File: src/msed_pkg.sv
// Types and constants of the multitouch slot event decoder
package msed_pkg;

  localparam int TYPE_W  = 16;
  localparam int CODE_W  = 16;
  localparam int VALUE_W = 32;
  localparam int POS_W   = 12;
  localparam int FINGER_W = 3;

  localparam int IN_DATA_W  = 64;
  localparam int OUT_DATA_W = 32;

  // Event classes and codes
  localparam logic [TYPE_W-1:0] TYPE_SYN = 16'h0000;
  localparam logic [TYPE_W-1:0] TYPE_ABS = 16'h0003;
  localparam logic [CODE_W-1:0] CODE_REPORT = 16'h0000;
  localparam logic [CODE_W-1:0] CODE_SLOT   = 16'h002f;
  localparam logic [CODE_W-1:0] CODE_POS_X  = 16'h0035;
  localparam logic [CODE_W-1:0] CODE_POS_Y  = 16'h0036;
  localparam logic [CODE_W-1:0] CODE_TRACK  = 16'h0039;

  localparam logic [VALUE_W-1:0] TRACK_RELEASE = 32'hffff_ffff;
  localparam logic [POS_W-1:0]   POS_MAX       = 12'hfff;

  // Queue between classifier and executor
  localparam int QDEPTH = 4;
  localparam int QPTR_W = 2;
  localparam int QCNT_W = 3;

  typedef enum logic [1:0] {
    KIND_NONE    = 2'd0,
    KIND_PRESS   = 2'd1,
    KIND_MOVE    = 2'd2,
    KIND_RELEASE = 2'd3
  } touch_kind_t;

  typedef enum logic [2:0] {
    OP_NOP     = 3'd0,
    OP_SLOT    = 3'd1,
    OP_RELEASE = 3'd2,
    OP_PRESS   = 3'd3,
    OP_POS_X   = 3'd4,
    OP_POS_Y   = 3'd5,
    OP_REPORT  = 3'd6
  } op_kind_t;

  // Classified event: arg is a saturated position or an in-range slot number
  typedef struct packed {
    op_kind_t          kind;
    logic [POS_W-1:0]  arg;
  } op_t;

endpackage

File: src/multitouch_slot_event_decoder_core.sv
// Top level of the multitouch slot event decoder
//
//   port group | dir | beat contents (low bit first)
//   in_        | in  | event_type[15:0], event_code[31:16], event_value[63:32]
//   out_       | out | touch_kind[1:0], pos_x[13:2], pos_y[25:14], finger_index[28:26]
//
// One event per clock sustained while out_tready is high; each beat gives exactly
// one result beat. An accepted beat is registered in the 4-entry operation queue;
// the slot table update and the result register load then happen in the same cycle.
// Reset clears the current slot, all positions and pending kinds at once.
// Output stalls fill the queue; in_tready drops only when it is full.
module multitouch_slot_event_decoder_core
  import msed_pkg::*;
#(
  parameter int SLOTS = 5
) (
  input  logic                  clk,
  input  logic                  rst_n,
  input  logic                  in_tvalid,
  output logic                  in_tready,
  // event_type[15:0], event_code[31:16], event_value[63:32]
  input  logic [IN_DATA_W-1:0]  in_tdata,
  output logic                  out_tvalid,
  input  logic                  out_tready,
  // touch_kind[1:0], pos_x[13:2], pos_y[25:14], finger_index[28:26], zero pad
  output logic [OUT_DATA_W-1:0] out_tdata
);

  op_t  front_op;
  op_t  back_op;
  logic back_valid;
  logic back_ready;

  msed_front #(.SLOTS(SLOTS)) u_front (
    .event_type  (in_tdata[15:0]),
    .event_code  (in_tdata[31:16]),
    .event_value (in_tdata[63:32]),
    .op          (front_op)
  );

  msed_queue u_queue (
    .clk        (clk),
    .rst_n      (rst_n),
    .push_valid (in_tvalid),
    .push_ready (in_tready),
    .push_op    (front_op),
    .pop_valid  (back_valid),
    .pop_ready  (back_ready),
    .pop_op     (back_op)
  );

  msed_back #(.SLOTS(SLOTS)) u_back (
    .clk       (clk),
    .rst_n     (rst_n),
    .op_valid  (back_valid),
    .op_ready  (back_ready),
    .op        (back_op),
    .out_valid (out_tvalid),
    .out_ready (out_tready),
    .out_data  (out_tdata)
  );

endmodule

File: src/msed_front.sv
// Front end: decode one input beat into an executor operation
module msed_front
  import msed_pkg::*;
#(
  parameter int SLOTS = 5
) (
  input  logic [TYPE_W-1:0]  event_type,
  input  logic [CODE_W-1:0]  event_code,
  input  logic [VALUE_W-1:0] event_value,
  output op_t                op
);

  logic             slot_ok;
  logic [POS_W-1:0] pos_sat;

  // Range check for a slot selection: non-negative and below SLOTS
  assign slot_ok = !event_value[VALUE_W-1] &&
                   (event_value[VALUE_W-2:0] < (VALUE_W-1)'(SLOTS));

  // Clamp the coordinate to 0..POS_MAX
  always_comb begin
    if (event_value[VALUE_W-1]) begin
      pos_sat = '0;
    end else if (|event_value[VALUE_W-2:POS_W]) begin
      pos_sat = POS_MAX;
    end else begin
      pos_sat = event_value[POS_W-1:0];
    end
  end

  // Classify type and code
  always_comb begin
    op.kind = OP_NOP;
    op.arg  = '0;
    if (event_type == TYPE_ABS) begin
      case (event_code)
        CODE_SLOT: begin
          if (slot_ok) begin
            op.kind = OP_SLOT;
            op.arg  = event_value[POS_W-1:0];
          end
        end
        CODE_TRACK: begin
          op.kind = (event_value == TRACK_RELEASE) ? OP_RELEASE : OP_PRESS;
        end
        CODE_POS_X: begin
          op.kind = OP_POS_X;
          op.arg  = pos_sat;
        end
        CODE_POS_Y: begin
          op.kind = OP_POS_Y;
          op.arg  = pos_sat;
        end
        default: begin
          op.kind = OP_NOP;
        end
      endcase
    end else if (event_type == TYPE_SYN && event_code == CODE_REPORT) begin
      op.kind = OP_REPORT;
    end
  end

endmodule

File: src/msed_queue.sv
// Short queue of classified operations between front and back end
module msed_queue
  import msed_pkg::*;
(
  input  logic clk,
  input  logic rst_n,
  input  logic push_valid,
  output logic push_ready,
  input  op_t  push_op,
  output logic pop_valid,
  input  logic pop_ready,
  output op_t  pop_op
);

  op_t               entry_r [QDEPTH];
  logic [QPTR_W-1:0] wr_ptr_r, wr_ptr_nxt;
  logic [QPTR_W-1:0] rd_ptr_r, rd_ptr_nxt;
  logic [QCNT_W-1:0] count_r, count_nxt;
  logic              push, pop;

  assign push_ready = (count_r != QCNT_W'(QDEPTH));
  assign pop_valid  = (count_r != '0);
  assign pop_op     = entry_r[rd_ptr_r];
  assign push       = push_valid && push_ready;
  assign pop        = pop_valid && pop_ready;

  // Advance pointers and occupancy
  always_comb begin
    wr_ptr_nxt = push ? wr_ptr_r + 1'b1 : wr_ptr_r;
    rd_ptr_nxt = pop  ? rd_ptr_r + 1'b1 : rd_ptr_r;
    count_nxt  = count_r;
    if (push && !pop) begin
      count_nxt = count_r + 1'b1;
    end else if (pop && !push) begin
      count_nxt = count_r - 1'b1;
    end
  end

  always_ff @(posedge clk) begin
    if (!rst_n) begin
      wr_ptr_r <= '0;
      rd_ptr_r <= '0;
      count_r  <= '0;
    end else begin
      wr_ptr_r <= wr_ptr_nxt;
      rd_ptr_r <= rd_ptr_nxt;
      count_r  <= count_nxt;
    end
  end

  // Store the pushed entry
  always_ff @(posedge clk) begin
    if (push) begin
      entry_r[wr_ptr_r] <= push_op;
    end
  end

endmodule

File: src/msed_back.sv
// Back end: slot table update and result register
module msed_back
  import msed_pkg::*;
#(
  parameter int SLOTS = 5
) (
  input  logic                  clk,
  input  logic                  rst_n,
  input  logic                  op_valid,
  output logic                  op_ready,
  input  op_t                   op,
  output logic                  out_valid,
  input  logic                  out_ready,
  output logic [OUT_DATA_W-1:0] out_data
);

  localparam int SLOT_W = (SLOTS > 1) ? $clog2(SLOTS) : 1;

  logic [SLOT_W-1:0] cur_r, cur_nxt;
  logic [POS_W-1:0]  x_r [SLOTS];
  logic [POS_W-1:0]  y_r [SLOTS];
  touch_kind_t       pend_r [SLOTS];
  touch_kind_t       pend_cur, pend_new;
  logic              pend_we, x_we, y_we;
  touch_kind_t       res_kind;
  logic              take;

  logic                  out_valid_r;
  logic [OUT_DATA_W-1:0] out_data_r, out_data_nxt;

  assign op_ready  = !out_valid_r || out_ready;
  assign take      = op_valid && op_ready;
  assign pend_cur  = pend_r[cur_r];
  assign out_valid = out_valid_r;
  assign out_data  = out_data_r;

  // Execute one operation against the current slot
  always_comb begin
    cur_nxt  = cur_r;
    pend_new = pend_cur;
    pend_we  = 1'b0;
    x_we     = 1'b0;
    y_we     = 1'b0;
    res_kind = KIND_NONE;
    case (op.kind)
      OP_SLOT: begin
        cur_nxt  = op.arg[SLOT_W-1:0];
        res_kind = pend_cur;
        pend_new = KIND_NONE;
        pend_we  = 1'b1;
      end
      OP_REPORT: begin
        res_kind = pend_cur;
        pend_new = KIND_NONE;
        pend_we  = 1'b1;
      end
      OP_RELEASE: begin
        res_kind = KIND_RELEASE;
        pend_new = KIND_NONE;
        pend_we  = 1'b1;
      end
      OP_PRESS: begin
        pend_new = KIND_PRESS;
        pend_we  = 1'b1;
      end
      OP_POS_X, OP_POS_Y: begin
        x_we     = (op.kind == OP_POS_X);
        y_we     = (op.kind == OP_POS_Y);
        pend_new = (pend_cur == KIND_PRESS) ? KIND_PRESS : KIND_MOVE;
        pend_we  = 1'b1;
      end
      default: begin
        res_kind = KIND_NONE;
      end
    endcase
  end

  // Pack the result beat; no event carries zeros
  always_comb begin
    out_data_nxt = '0;
    if (res_kind != KIND_NONE) begin
      out_data_nxt[1:0]   = res_kind;
      out_data_nxt[13:2]  = x_r[cur_r];
      out_data_nxt[25:14] = y_r[cur_r];
      out_data_nxt[28:26] = FINGER_W'(cur_r);
    end
  end

  // Hold control state and the per-slot table
  always_ff @(posedge clk) begin
    if (!rst_n) begin
      cur_r       <= '0;
      out_valid_r <= 1'b0;
      for (int i = 0; i < SLOTS; i++) begin
        x_r[i]    <= '0;
        y_r[i]    <= '0;
        pend_r[i] <= KIND_NONE;
      end
    end else begin
      if (take) begin
        cur_r       <= cur_nxt;
        out_valid_r <= 1'b1;
        if (pend_we) begin
          pend_r[cur_r] <= pend_new;
        end
        if (x_we) begin
          x_r[cur_r] <= op.arg;
        end
        if (y_we) begin
          y_r[cur_r] <= op.arg;
        end
      end else if (out_ready) begin
        out_valid_r <= 1'b0;
      end
    end
  end

  // Load the result register
  always_ff @(posedge clk) begin
    if (take) begin
      out_data_r <= out_data_nxt;
    end
  end

endmodule

File: config.mk
export PLATFORM = sky130hd
export DESIGN_NAME = multitouch_slot_event_decoder_core
export DESIGN_NICKNAME = d
export VERILOG_FILES = /design/src/msed_pkg.sv /design/src/multitouch_slot_event_decoder_core.sv /design/src/msed_front.sv /design/src/msed_queue.sv /design/src/msed_back.sv
export SDC_FILE = /design/constraint.sdc
export NUM_CORES = 1
export LEC_CHECK = 0
export ABC_CLOCK_PERIOD_IN_PS = 3250
export BUFFER_PORTS_ARGS = -buffer_cell sky130_fd_sc_hd__clkbuf_2
export CELL_PAD_IN_SITES_DETAIL_PLACEMENT = 0
export CELL_PAD_IN_SITES_GLOBAL_PLACEMENT = 1
export CORE_ASPECT_RATIO = 1.2
export CORE_UTILIZATION = 40
export CTS_CLUSTER_SIZE = 40
export DETAILED_ROUTE_END_ITERATION = 16
export GPL_TIMING_DRIVEN = 0
export MAX_ROUTING_LAYER = met4
export PLACE_DENSITY_LB_ADDON = 0.12
export SYNTH_ARGS = -nofsm -noshare
export SYNTH_HDL_FRONTEND = slang
export SYNTH_SLANG_ARGS = --single-unit
File: constraint.sdc
create_clock -name clk -period 3.25 [get_ports clk]
set_clock_uncertainty 0.2 [all_clocks]
set_input_delay 0.325 -clock clk [delete_from_list [all_inputs] [get_ports clk]]
set_output_delay 0.325 -clock clk [all_outputs]
set_load 0.01 [all_outputs]
# == Yosys cells after proc, flatten, opt, wreduce, memory -nomap -nowiden ==
# Memory sizes are Yosys's and may differ from the RTL's. A register that Yosys moved wholly into a read port is not among the register bits.
# Cells that the tools add are included.
# classes
add_sub_neg,4
magnitude_cmp,1
n_eq_ne,14
n_mux,47
n_reduce_logical,29
# ops
op,n
16-bit by 6-bit equality test with 1-bit output (second input constant),4
12-bit two-way mux,5
32-bit equality test (second input constant),1
16-bit zero test,2
31-bit by 3-bit less-than comparator with 1-bit output (second input constant),1
3-bit two-way mux,9
1-bit two-way mux,24
12-bit case mux with 2 select lines,1
12-bit OR reduction,2
19-bit OR reduction,1
16-bit by 2-bit equality test with 1-bit output (second input constant),1
13-bit two-way mux,1
3-bit case mux with 4 select lines,1
3-bit equality test (second input constant),3
2-bit two-way mux,4
2-bit OR reduction,4
3-bit by 2-bit equality test with 1-bit output (second input constant),2
1-bit logical AND,6
1-bit zero test,6
2-bit case mux with 3 select lines,1
2-bit nonzero test,3
6-bit OR reduction,1
2-bit by 1-bit adder with 2-bit output (second input constant),2
2-bit case mux with 2 select lines,1
other kinds (9),9
# word_totals
ff_bits,40
mem_bits_rw,190
input_bits,68
output_inout_bits,34
word_cells,105
memories,4
# memory_table
name,depth,width,rd,rd_clocked_by_memory_dff,write_ports,line_no,rtl
u_back.x_r,5,12,1,1,5,msed_back.sv:20,logic [POS_W-1:0] x_r [SLOTS];
u_back.y_r,5,12,1,1,5,msed_back.sv:21,logic [POS_W-1:0] y_r [SLOTS];
u_queue.entry_r,4,15,1,1,1,msed_queue.sv:15,op_t entry_r [QDEPTH];
u_back.pend_r,5,2,1,1,5,msed_back.sv:22,touch_kind_t pend_r [SLOTS];

# == Longest topological paths before layout ==
# Gate-level depths: netlist of the first run.
# logic_depth
ltp_word,9
mapped_depth,10
mapped_depth_nobuf,9

# == Cells and area by module ==
# Synthesis of the first run repeated with hierarchy kept, for this count alone.
# unflattened
hier_cells,924
area_unflattened_um2,13798.2
# modules_own_cells
mod,instances,cells_each,area_per_inst_um2,seq_area_each_um2
msed_back,1,713,10555.1,7257.0
msed_queue,1,126,2692.6,1981.9
msed_front,1,85,550.5,0.0

# == Worst setup path after synthesis of the first run ==
# Ideal clock, no wire load.
# synth_timing
path_kind,register to register
start,register u_queue.count_r[0]
end,register u_queue.count_r[2]
setup_ps,71
arrival_time_ps,2745
t_required_ps,2979
slack_ps,235
path_stages_with_launch,11
n_path_buf,1
synth_period_minus_slack_ps,3015
cell_sequence,dfxtp_1 or3_1 and2_1 clkbuf_1 inv_1 ha_1 inv_1 fa_1 xor2_1 or3_1 a21oi_1
# synth_between
elab_chain_len,5
elab_cells_between_ends,13
cone_classes,add/sub: 2; eq/ne: 1; mux: 2; reduce/logical: 8
# synth_rtl
item,line_no,rtl
from (decl),msed_queue.sv:18,"logic [QCNT_W-1:0] count_r, count_nxt;"
from (signal assigned),msed_queue.sv:47,count_r <= count_nxt;
3-bit nonzero test *,msed_queue.sv:22,assign pop_valid = (count_r != '0);
1-bit logical AND *,-,
via u_back.take,msed_back.sv:26,logic take;
1-bit zero test,msed_queue.sv:32,if (push && !pop) begin
1-bit logical AND,msed_queue.sv:32,
3-bit two-way mux or 2-bit nonzero test (tied branches),-,
# Mark *: on every way through the listed nets, which the timed path passes. The rest lies on a longest branch. The select of a mux whose other input is x is not followed.
# A chain may end at the register's enable or synchronous reset.

==> flow_metrics.env, run 1 <==
export IMPL_p_per_area_nw_per_um2=755.3
export IMPL_stdcell_area_um2=15530
export IMPL_yosysTopAreaCell="edfxtp_1"
export IMPL_multi_input_area_um2=3802
export IMPL_routed_via_density=5.491
export IMPL_regToRegStartpoint="u_back.cur_r[2]$_SDFFE_PN0P_"
export IMPL_fmax_ghz=0.3163
export IMPL_hold_violations=0
export IMPL_maxSlewViolCount=0
export IMPL_setup_viol=0
export IMPL_clockPowerShare_pct=28.1
export IMPL_worstSetupPathDepth=6
export IMPL_yosysWarnings=0
export IMPL_rsz0062_at_grt="false"
export IMPL_dr_pass1_iters=5
export IMPL_cts_root_buf="clkbuf_16"
export IMPL_path_cells="nor2_1 > and2_1 > clkbuf_1 > nand2_1 > clkbuf_2 > nand2_4"
export IMPL_die_area_um2=33860
export IMPL_crit_fanout=12
export IMPL_worst_slew_pin_slew_ns=1.276
export IMPL_grt_overflow_total=0
export IMPL_critPathLaunch="u_back.cur_r[2]$_SDFFE_PN0P_"
export IMPL_clk_pin_slew_ns=0.06
export IMPL_whs_path_depth=3
export IMPL_place_ws_ns=-1.204
export IMPL_ff2ff_path_depth=6
export IMPL_dp_hpwl_mm=25.81
export IMPL_seq_area_um2=9239
export IMPL_seq_area_frac_synth_pct=69.73
export IMPL_gr_usage_all_layers_pct=23.28
export IMPL_cp_top_family="simple AND/OR/NAND/NOR gates"
export IMPL_status="finished clean"
export IMPL_dp_cells=1495
export IMPL_async_reset_ff_share_pct=0
export IMPL_wl_mm=37.36
export IMPL_slew_headroom_pct=14.95
export IMPL_cts_sinks=313
export IMPL_p_leak_uw=0.005375
export IMPL_setup_ws_ns=0.08841
export IMPL_arrival_ns=3.21
export IMPL_syn_area_um2=13250
export IMPL_synth_edf_count=297
export IMPL_synth_seq_cells=313
export IMPL_hold_class="in2reg"
export IMPL_clockBufferDepth=3
export IMPL_diodes=0
export IMPL_ioPinCount=102
export IMPL_ir_drop_uv=446.0
export IMPL_die_y_um=201.4
export IMPL_maxCapViolations=0
export IMPL_synth_area_leaders="edfxtp_1 67%, nor2_1 5.1%, mux2i_1 2.8%"
export IMPL_yosysMostFrequentCell="edfxtp_1"
export IMPL_netlist_cell_type_count=55
export IMPL_hp_start="in_tdata[32]"
export IMPL_cp_required_ns=3.29
export IMPL_numCtsBuffers=31
export IMPL_cts_tree="done"
export IMPL_n_fill_cell=2881
export IMPL_drtIter0Drc=623
export IMPL_insertion_delay_ns=0.58
export IMPL_combPwrFrac_pct=27.3
export IMPL_antenna_found_initial=0
export IMPL_final_antenna_net_count=0
export IMPL_cp_end_kind="flip-flop"
export IMPL_grt_pass1_wl_mm=55.06
export IMPL_path_buf_inv=2
export IMPL_pwr_share_seq_pct=44.6
export IMPL_vias=8555
export IMPL_drc=0
export IMPL_nNetsFinal=1202
export IMPL_synthCells=982
export IMPL_slowest_stage="nor2_1"
export IMPL_synthFlopType="edfxtp_1"
export IMPL_crit_type="reg2reg"
export IMPL_start_util_pct=40.86
export IMPL_coreArea_um2=32430
export IMPL_htree_levels=1
export IMPL_p_sw_share_pct=32.87
export IMPL_syn_avg_cell_area_um2=13.49
export IMPL_yosys_top_cells_count="297 x edfxtp_1, 181 x nor2_1, 64 x nand2_1"
export IMPL_p_sw_uw=3854
export IMPL_grt_pass1_vias=8679
export IMPL_postLayoutCoreUtil_pct=47.87
export IMPL_wl_per_cell_um=23.98
export IMPL_row_count=72
export IMPL_p_int_uw=7873
export IMPL_synth_top_cell_area_share_pct=67.31
export IMPL_critPathMaxStageDelay_ns=0.74
export IMPL_period_share_pct=97.28
export IMPL_place_area_um2=14370
export IMPL_area_delta_synth_final_pct=17.18
export IMPL_startpoint_type="flip-flop"
export IMPL_grt_max_degree=29
export IMPL_port_buffers=98
export IMPL_instances_no_fill=1558
export IMPL_total_power_uw=11730
export IMPL_gp_congestion=0.8556
export IMPL_drive_above_1_share_pct=20.68
export IMPL_period_minus_slack_ns=3.162
export IMPL_die_w_um=168.1
## power groups by stage
| stage | sequential, µW | clock (µW) | combinational (µW) |
|---|---|---|---|
| 2_1_floorplan | 5400 | 0 | 1770 |
| 3_3_place_gp | 5320 | 0 | 3120 |
| 3_5_place_dp | 5320 | 0 | 3180 |
| 4_1_cts | 5230 | 3340 | 3230 |
| 5_1_grt | 5280 | 3470 | 3460 |
| 6_report | 5230 | 3290 | 3200 |
## flip-flops by register name, indices dropped and copies added, names as in the netlist, named ones only
signal            count
u_back.x_r           96
u_back.y_r           96
u_queue.entry_r      60
u_back.out_data      29
u_back.pend_r        16
u_back.cur_r          3
u_queue.count_r       3
u_queue.rd_ptr_r      2
u_queue.wr_ptr_r      2
u_back.out_valid      1
## worst register-to-register path, delay by kind of cell (launching register included)
| family | cells | cell delay [ns] |
|---|---|---|
| DFF | 1 | 0.38 |
| and+or+nand+nor | 4 | 1.50 |
| buffers and inverters | 2 | 0.75 |
## cells by family after synthesis
family                     after synthesis  synth area share (%)
and+or+nand+nor                        354                 12.00
muxes                                   67                 6.280
AOI/OAI and AO/OA                      151                 8.234
xor gates and xnor gates                 6                0.3966
adders and majority gates                6                0.6232
other                                    1               0.02830
DFF                                    313                 69.73
buffers and inverters                   84                 2.710
## cell usage in the layout (no fill, tap or decap), drive strengths merged, types with 3 or more instances in the layout
| master | synthesis | routed |
|---|---|---|
| buf | 17 | 21 |
| nand4 | 11 | 11 |
| a222oi | 5 | 5 |
| o31ai | 3 | 3 |
| xor2 | 4 | 4 |
| or3 | 6 | 6 |
| clkbuf | 48 | 183 |
| nor2b | 9 | 9 |
| mux2i | 37 | 37 |
| nor3 | 18 | 18 |
| a221o | 3 | 3 |
| nor2 | 181 | 181 |
| a221oi | 10 | 10 |
| and3 | 6 | 6 |
| a31oi | 8 | 8 |
| o21a | 7 | 7 |
| nand2b | 10 | 10 |
| conb | 1 | 3 |
| ha | 5 | 5 |
| a21oi | 22 | 22 |
| a21o | 5 | 5 |
| or4 | 4 | 4 |
| o21ai | 39 | 39 |
| inv | 19 | 20 |
| mux2 | 19 | 19 |
| mux4 | 11 | 11 |
| o211ai | 5 | 5 |
| and2 | 11 | 11 |
| a22o | 11 | 11 |
| edfxtp | 297 | 297 |
| nand3 | 11 | 11 |
| a22oi | 28 | 28 |
| dfxtp | 16 | 16 |
| nand3b | 4 | 4 |
| nand2 | 64 | 64 |
| dlygate4sd3 | 0 | 8 |
| nor4 | 12 | 12 |
| clkinv | 0 | 17 |
## layer usage
metal	part of all wire, %	routed length, µm	track usage [%]	vias up
met5	0	0	-	-
met2	51	19180	41.07	327
met1	39	14520	26.70	4172
met3	5.6	2109	2.832	83
met4	4.1	1550	9.740	0
li1	-	-	-	3973
## stage by stage
step                      hold WS [ns]  setup TNS (ns)
after floorplan                 0.2789               0
after global placement          0.3025         -217.16
after detailed placement        0.3234         -160.95
after CTS                     0.003578               0
after global routing           0.04836               0
final                          0.01345               0
## worst paths after layout
check                                    end  slack (ns)
min reg2reg  u_queue.count_r[2]$_SDFFE_PN0P_        0.33
min          u_queue.entry_r[3][0]$_DFFE_PP_        0.01
max reg2reg   u_back.y_r[2][3]$_SDFFCE_PN0P_        0.09
max           u_back.y_r[2][3]$_SDFFCE_PN0P_        0.09
## timing repair
action	4_1_cts	5_1_grt
setup buffers	0	1
resized for setup	42	15
endpoints found under the hold margin	29	0
pin swaps	1	1
endpoints found under the setup margin	270	132
hold buffers	8	0
## layout make-up
class	instances	area share, %
Clock buffer	37	5.141
Clock inverter	19	0.7172
Multi-Input combinational cell	587	24.49
Timing Repair Buffer	113	4.392
Buffer	63	2.015
Tap cell	407	3.280
Inverter	19	0.4593
Sequential cell	313	59.51
Power figures use the tool's default switching activity.
==> run 2, diff against run 1 <==
--- a/config.mk
+++ b/config.mk
@@ -16,6 +16,7 @@
 export GPL_TIMING_DRIVEN = 0
 export MAX_ROUTING_LAYER = met4
 export PLACE_DENSITY_LB_ADDON = 0.12
+export SETUP_SLACK_MARGIN = 0.4
 export SYNTH_ARGS = -nofsm -noshare
 export SYNTH_HDL_FRONTEND = slang
 export SYNTH_SLANG_ARGS = --single-unit
==> run 2 against run 1 <==
Clock power up 13%. Register-to-register slack improved by 0.30 ns. Maximum frequency rose by 10%. Clock-buffer cell count rose by 14. Design area grew 3.1%. Core utilization rose by 1.5 points. First-iteration DRC count increased by 27%. Setup slack improved by 0.30 ns. Final cell count up 1.1%. Highest routed layer unchanged.
==> flow_metrics.env, run 2 (same netlist as run 1, synthesis figures left out) <==
export IMPL_status="finished clean"
export IMPL_routed_via_density=5.578
export IMPL_postLayoutCoreUtil_pct=49.37
export IMPL_final_common_cell="edfxtp_1"
export IMPL_port_buffers=98
export IMPL_critPathLaunch="u_back.cur_r[0]$_SDFFE_PN0P_"
export IMPL_dp_hpwl_mm=25.66
export IMPL_cts_root_buf="clkbuf_16"
export IMPL_period_minus_slack_ns=2.861
export IMPL_setup_ws_ns=0.3885
export IMPL_worstSetupPathDepth=6
export IMPL_setup_viol=0
export IMPL_grt_max_degree=35
export IMPL_grt_overflow_total=0
export IMPL_drtIter0Drc=794
export IMPL_r2r_end="u_back.out_data[22]$_SDFFCE_PN0P_"
export IMPL_slew_headroom_pct=28.75
export IMPL_cp_end_kind="flip-flop"
export IMPL_fmax_ghz=0.3495
export IMPL_antenna_found_initial=0
export IMPL_period_share_pct=88.04
export IMPL_grt_pass1_wl_mm=56.13
export IMPL_cp_top_family="buffers and inverters"
export IMPL_path_buf_inv=3
export IMPL_cts_sinks=313
export IMPL_crit_path_end="u_back.out_data[22]$_SDFFCE_PN0P_"
export IMPL_worst_slew_pin_slew_ns=1.069
export IMPL_crit_type="reg2reg"
export IMPL_gp_congestion=0.8335
export IMPL_final_cell_mix="297 x edfxtp_1, 174 x nor2_1, 118 x clkbuf_2"
export IMPL_numCtsBuffers=34
export IMPL_wl_mm=38.49
export IMPL_diodes=0
export IMPL_place_ws_ns=-1.126
export IMPL_grt_pass1_vias=8640
export IMPL_hold_class="in2reg"
export IMPL_wl_per_cell_um=24.44
export IMPL_start_util_pct=40.86
export IMPL_ff2ff_path_depth=6
export IMPL_ioPinCount=102
export IMPL_final_antenna_net_count=0
export IMPL_arrival_ns=2.90
export IMPL_cts_tree="done"
export IMPL_die_w_um=168.1
export IMPL_insertion_delay_ns=0.51
export IMPL_rsz0062_at_grt="true"
export IMPL_p_leak_uw=0.005626
export IMPL_die_y_um=201.4
export IMPL_drive_above_1_share_pct=24.66
export IMPL_die_area_um2=33860
export IMPL_drc=0
export IMPL_slowest_stage="a222oi_1"
export IMPL_cp_required_ns=3.28
export IMPL_cpMostUsedCell="buf_2"
export IMPL_ir_drop_uv=386.0
export IMPL_coreArea_um2=32430
export IMPL_hold_violations=0
export IMPL_row_count=72
export IMPL_critPathMaxStageDelay_ns=0.66
export IMPL_regToRegStartpoint="u_back.cur_r[0]$_SDFFE_PN0P_"
export IMPL_vias=8785
export IMPL_largestRegisters="u_back.x_r (96), u_back.y_r (96), u_queue.entry_r (60)"
export IMPL_area_delta_synth_final_pct=20.84
export IMPL_clockBufferDepth=3
export IMPL_dr_pass1_iters=5
export IMPL_nNetsFinal=1217
export IMPL_path_cells="buf_2 > clkbuf_4 > buf_2 > o211ai_1 > a222oi_1 > nor2_1"
export IMPL_maxSlewViolCount=0
export IMPL_maxCapViolations=0
export IMPL_crit_fanout=10
export IMPL_r2r_slack_ns=0.39
export IMPL_startpoint_type="flip-flop"
export IMPL_clk_pin_slew_ns=0.06
export IMPL_htree_levels=2
export IMPL_gr_usage_all_layers_pct=23.88
export IMPL_p_per_area_nw_per_um2=776.0
[run 2: worst min-delay path by stage]
| stage | startpoint | endpoint | slack [ns] | cells past startpoint |
|---|---|---|---|---|
| CTS | in_tdata[41] | u_queue.entry_r[1][9]$_DFFE_PP_ | 0.03 | 2 |
| detailed placement | u_queue.rd_ptr_r[1]$_SDFFE_PN0P_ | flip-flop | 0.32 | 2 |
| global placement | u_queue.count_r[2]$_SDFFE_PN0P_ | u_queue.count_r[2]$_SDFFE_PN0P_ | 0.32 | 2 |
| global route | in_tdata[38] | u_queue.entry_r[1][6]$_DFFE_PP_ | 0.05 | 2 |
| floorplan | u_queue.count_r[2]$_SDFFE_PN0P_ | u_queue.count_r[2]$_SDFFE_PN0P_ | 0.28 | 2 |
| finish | in_tdata[41] | u_queue.entry_r[1][9]$_DFFE_PP_ | 0.04 | 2 |
[run 2: through the flow]
stage          total power (µW)  std cells  cell area [µm²]  TNS [ns]  hold WS, ns
6_report                  12430       1575            16010         0      0.03877
5_1_grt                   12900       1575            16010         0      0.04721
4_1_cts                   12330       1568            15840         0      0.02892
3_5_place_dp               8480       1494            14340   -169.30       0.3234
3_3_place_gp               8449       1489            14260   -205.04       0.3166
2_1_floorplan              7161        984            13260         0       0.2789
[run 2: layout make-up]
cell class,count,area [µm²]
Tap cell,407,509.2
Buffer,65,410.4
Multi-Input combinational cell,592,3943
Sequential cell,313,9239
Clock buffer,51,1020
Clock inverter,10,51.30
Timing Repair Buffer,118,768.2
Inverter,19,71.32
Fill cell,2881,16420
[run 2: per-layer routing]
layer / global-route usage (%) / up-vias / wire, µm
li1: - / 4011 / -
met1: 28.86 / 4352 / 15280
met2: 41.53 / 356 / 19890
met3: 2.773 / 66 / 2032
met4: 7.922 / 0 / 1297
met5: - / - / 0
[run 2: timing repair]
action / CTS / global route
buffers inserted: 6 / 6
endpoints found under the hold margin: 5 / 0
hold buffers: 2 / 0
endpoints found under the setup margin: 419 / 159
gates cloned: 5 / 1
resized for setup: 101 / 34
pin swaps: 5 / 5
[run 2: worst register-to-register path, stage by stage, from the launching register on]
cell	delay [ns]
dfxtp_1	0.43
buf_2	0.37
clkbuf_4	0.34
buf_2	0.36
o211ai_1	0.16
a222oi_1	0.66
nor2_1	0.07
[run 2: where the power goes]
part / total (µW) / internal, µW / switching [µW]
sequential: 5230 / 5090 / 140
clock: 3730 / 2180 / 1550
combinational: 3460 / 1140 / 2320
==> run 3, diff against run 2 <==
--- a/config.mk
+++ b/config.mk
@@ -10,7 +10,7 @@
 export CELL_PAD_IN_SITES_DETAIL_PLACEMENT = 0
 export CELL_PAD_IN_SITES_GLOBAL_PLACEMENT = 1
 export CORE_ASPECT_RATIO = 1.2
-export CORE_UTILIZATION = 40
+export CORE_UTILIZATION = 50
 export CTS_CLUSTER_SIZE = 40
 export DETAILED_ROUTE_END_ITERATION = 16
 export GPL_TIMING_DRIVEN = 0
==> constraint.sdc (replaced) <==
create_clock -name clk -period 3.25 [get_ports clk]
set_clock_uncertainty 0.2 [all_clocks]
set_input_delay 0.325 -clock clk [delete_from_list [all_inputs] [get_ports clk]]
set_output_delay 0.325 -clock clk [all_outputs]
set_load 0.02 [all_outputs]
==> run 3 against run 2 <==
Clock-buffer cell count down 12. Non-clock buffer count increased by 1. Global-route usage increased by 5.2 points. Via count grew 3.1%.
==> flow_metrics.env, run 3 (same netlist as run 1, synthesis figures left out) <==
export IMPL_final_cell_mix="297 x edfxtp_1, 174 x nor2_1, 116 x clkbuf_2"
export IMPL_row_count=64
export IMPL_startpoint_type="flip-flop"
export IMPL_grt_overflow_total=0
export IMPL_hold_class="in2reg"
export IMPL_hold_violations=0
export IMPL_drive_above_1_share_pct=24.66
export IMPL_routed_via_density=6.049
export IMPL_coreArea_um2=25780
export IMPL_cts_tree="done"
export IMPL_drc=0
export IMPL_worstSetupPathDepth=7
export IMPL_maxSlewViolCount=0
export IMPL_crit_type="reg2reg"
export IMPL_gp_congestion=0.8772
export IMPL_period_share_pct=87.27
export IMPL_r2r_slack_ns=0.41
export IMPL_gr_usage_all_layers_pct=29.11
export IMPL_status="finished clean"
export IMPL_grt_max_degree=35
export IMPL_crit_fanout=11
export IMPL_fmax_ghz=0.3526
export IMPL_dp_cells=1418
export IMPL_diodes=0
export IMPL_stdcell_area_um2=15800
export IMPL_r2r_end="u_back.y_r[3][9]$_SDFFCE_PN0P_"
export IMPL_cts_sinks=313
export IMPL_wl_mm=37.68
export IMPL_grt_pass1_wl_mm=55.12
export IMPL_clockBufferDepth=3
export IMPL_grt_pass1_vias=8956
export IMPL_setup_viol=0
export IMPL_crit_path_end="u_back.y_r[3][9]$_SDFFCE_PN0P_"
export IMPL_place_area_um2=14250
export IMPL_ir_drop_uv=443.9
export IMPL_wl_per_cell_um=25.15
export IMPL_path_buf_inv=2
export IMPL_nNetsFinal=1218
export IMPL_clk_pin_slew_ns=0.06
export IMPL_port_buffers=98
export IMPL_die_area_um2=27160
export IMPL_cp_top_family="simple AND/OR/NAND/NOR gates"
export IMPL_critPathMaxStageDelay_ns=0.55
export IMPL_cp_end_kind="flip-flop"
export IMPL_instances_no_fill=1498
export IMPL_slowest_stage="mux4_2"
export IMPL_path_cells="buf_6 > mux4_2 > nand2b_2 > nor3_4 > nand2_1 > clkbuf_8 > nand2_2"
export IMPL_start_util_pct=51.39
export IMPL_die_w_um=150.6
export IMPL_arrival_ns=2.85
export IMPL_p_per_area_nw_per_um2=772.9
export IMPL_antenna_found_initial=0
export IMPL_ioPinCount=102
export IMPL_htree_levels=1
export IMPL_dr_pass1_iters=7
export IMPL_period_minus_slack_ns=2.836
export IMPL_largestRegisters="u_back.x_r (96), u_back.y_r (96), u_queue.entry_r (60)"
export IMPL_vias=9061
export IMPL_numCtsBuffers=31
export IMPL_drtIter0Drc=892
export IMPL_rsz0062_at_grt="true"
export IMPL_final_antenna_net_count=0
export IMPL_slew_headroom_pct=29.55
export IMPL_p_leak_uw=0.005564
export IMPL_area_delta_synth_final_pct=19.23
export IMPL_insertion_delay_ns=0.55
export IMPL_ff2ff_path_depth=7
export IMPL_final_common_cell="edfxtp_1"
export IMPL_worst_slew_pin_slew_ns=1.057
export IMPL_cts_root_buf="clkbuf_16"
export IMPL_dp_hpwl_mm=24.71
export IMPL_die_y_um=180.3
export IMPL_cp_required_ns=3.27
export IMPL_maxCapViolations=0
export IMPL_postLayoutCoreUtil_pct=61.27
export IMPL_tns_ns=0
==> run 3: cell count changes in the layout (fill, tap and decap cells not counted), moves of 3 or more <==
| cell | before | now |
|---|---|---|
| dlygate4sd3_1 | 2 | 6 |
| clkbuf_16 | 39 | 32 |
| nand2_8 | 5 | 2 |
| o21ai_1 | 5 | 2 |
| clkinv_2 | 4 | 8 |
| nand2_4 | 9 | 12 |
| o21ai_0 | 34 | 37 |
| nand2_2 | 1 | 5 |
==> run 3: how the worst min path moves through the flow <==
stage | slack, ns | startpoint | endpoint | cells after the start
CTS | 0.02 | in_tdata[36] | u_queue.entry_r[1][4]$_DFFE_PP_ | 2
detailed placement | 0.31 | u_queue.count_r[2]$_SDFFE_PN0P_ | u_queue.count_r[2]$_SDFFE_PN0P_ | 2
global route | 0.04 | in_tdata[36] | u_queue.entry_r[0][4]$_DFFE_PP_ | 2
floorplan | 0.28 | u_queue.count_r[2]$_SDFFE_PN0P_ | u_queue.count_r[2]$_SDFFE_PN0P_ | 2
finish | 0.04 | in_tdata[36] | u_queue.entry_r[1][4]$_DFFE_PP_ | 2
global placement | 0.30 | u_queue.rd_ptr_r[1]$_SDFFE_PN0P_ | u_queue.rd_ptr_r[1]$_SDFFE_PN0P_ | 2
==> run 3: layer usage <==
metal	share of wire, %	GRT usage [%]	up-vias
met5	0	-	-
met4	5.3	14.80	0
met3	7.1	3.038	113
met2	50	47.76	479
met1	37	35.61	4457
li1	-	-	4012
==> run 3: final cells by class <==
cell class,count,area (µm²)
Clock inverter,18,146.4
Buffer,65,441.7
Clock buffer,39,805.8
Multi-Input combinational cell,595,3931
Fill cell,2088,9987
Sequential cell,313,9241
Timing Repair Buffer,119,747.0
Tap cell,330,412.9
Inverter,19,71.32
==> run 3: report_power, final <==
| group | internal, µW | switching [µW] |
|---|---|---|
| clock | 1910 | 1500 |
| combinational | 1110 | 2450 |
| sequential | 5100 | 145 |
| total | 8120 | 4090 |
==> run 3: through the flow <==
| step | hold slack, ns | total power, µW | setup WS (ns) |
|---|---|---|---|
| 3_3_place_gp | 0.3008 | 8495 | -1.291 |
| 4_1_cts | 0.02009 | 12080 | 0.4027 |
| 5_1_grt | 0.04411 | 12680 | 0.3525 |
| 6_report | 0.04053 | 12210 | 0.4138 |
| 2_1_floorplan | 0.2789 | 7309 | 0.4157 |
| 3_5_place_dp | 0.3137 | 8575 | -0.8813 |
==> run 3: repair_timing <==
action,CTS,global route
hold endpoints to repair,21,0
pin swaps,4,4
hold buffers,6,0
gates resized for setup,92,44
gates cloned,8,1
setup buffers,5,3
setup endpoints to repair,418,183
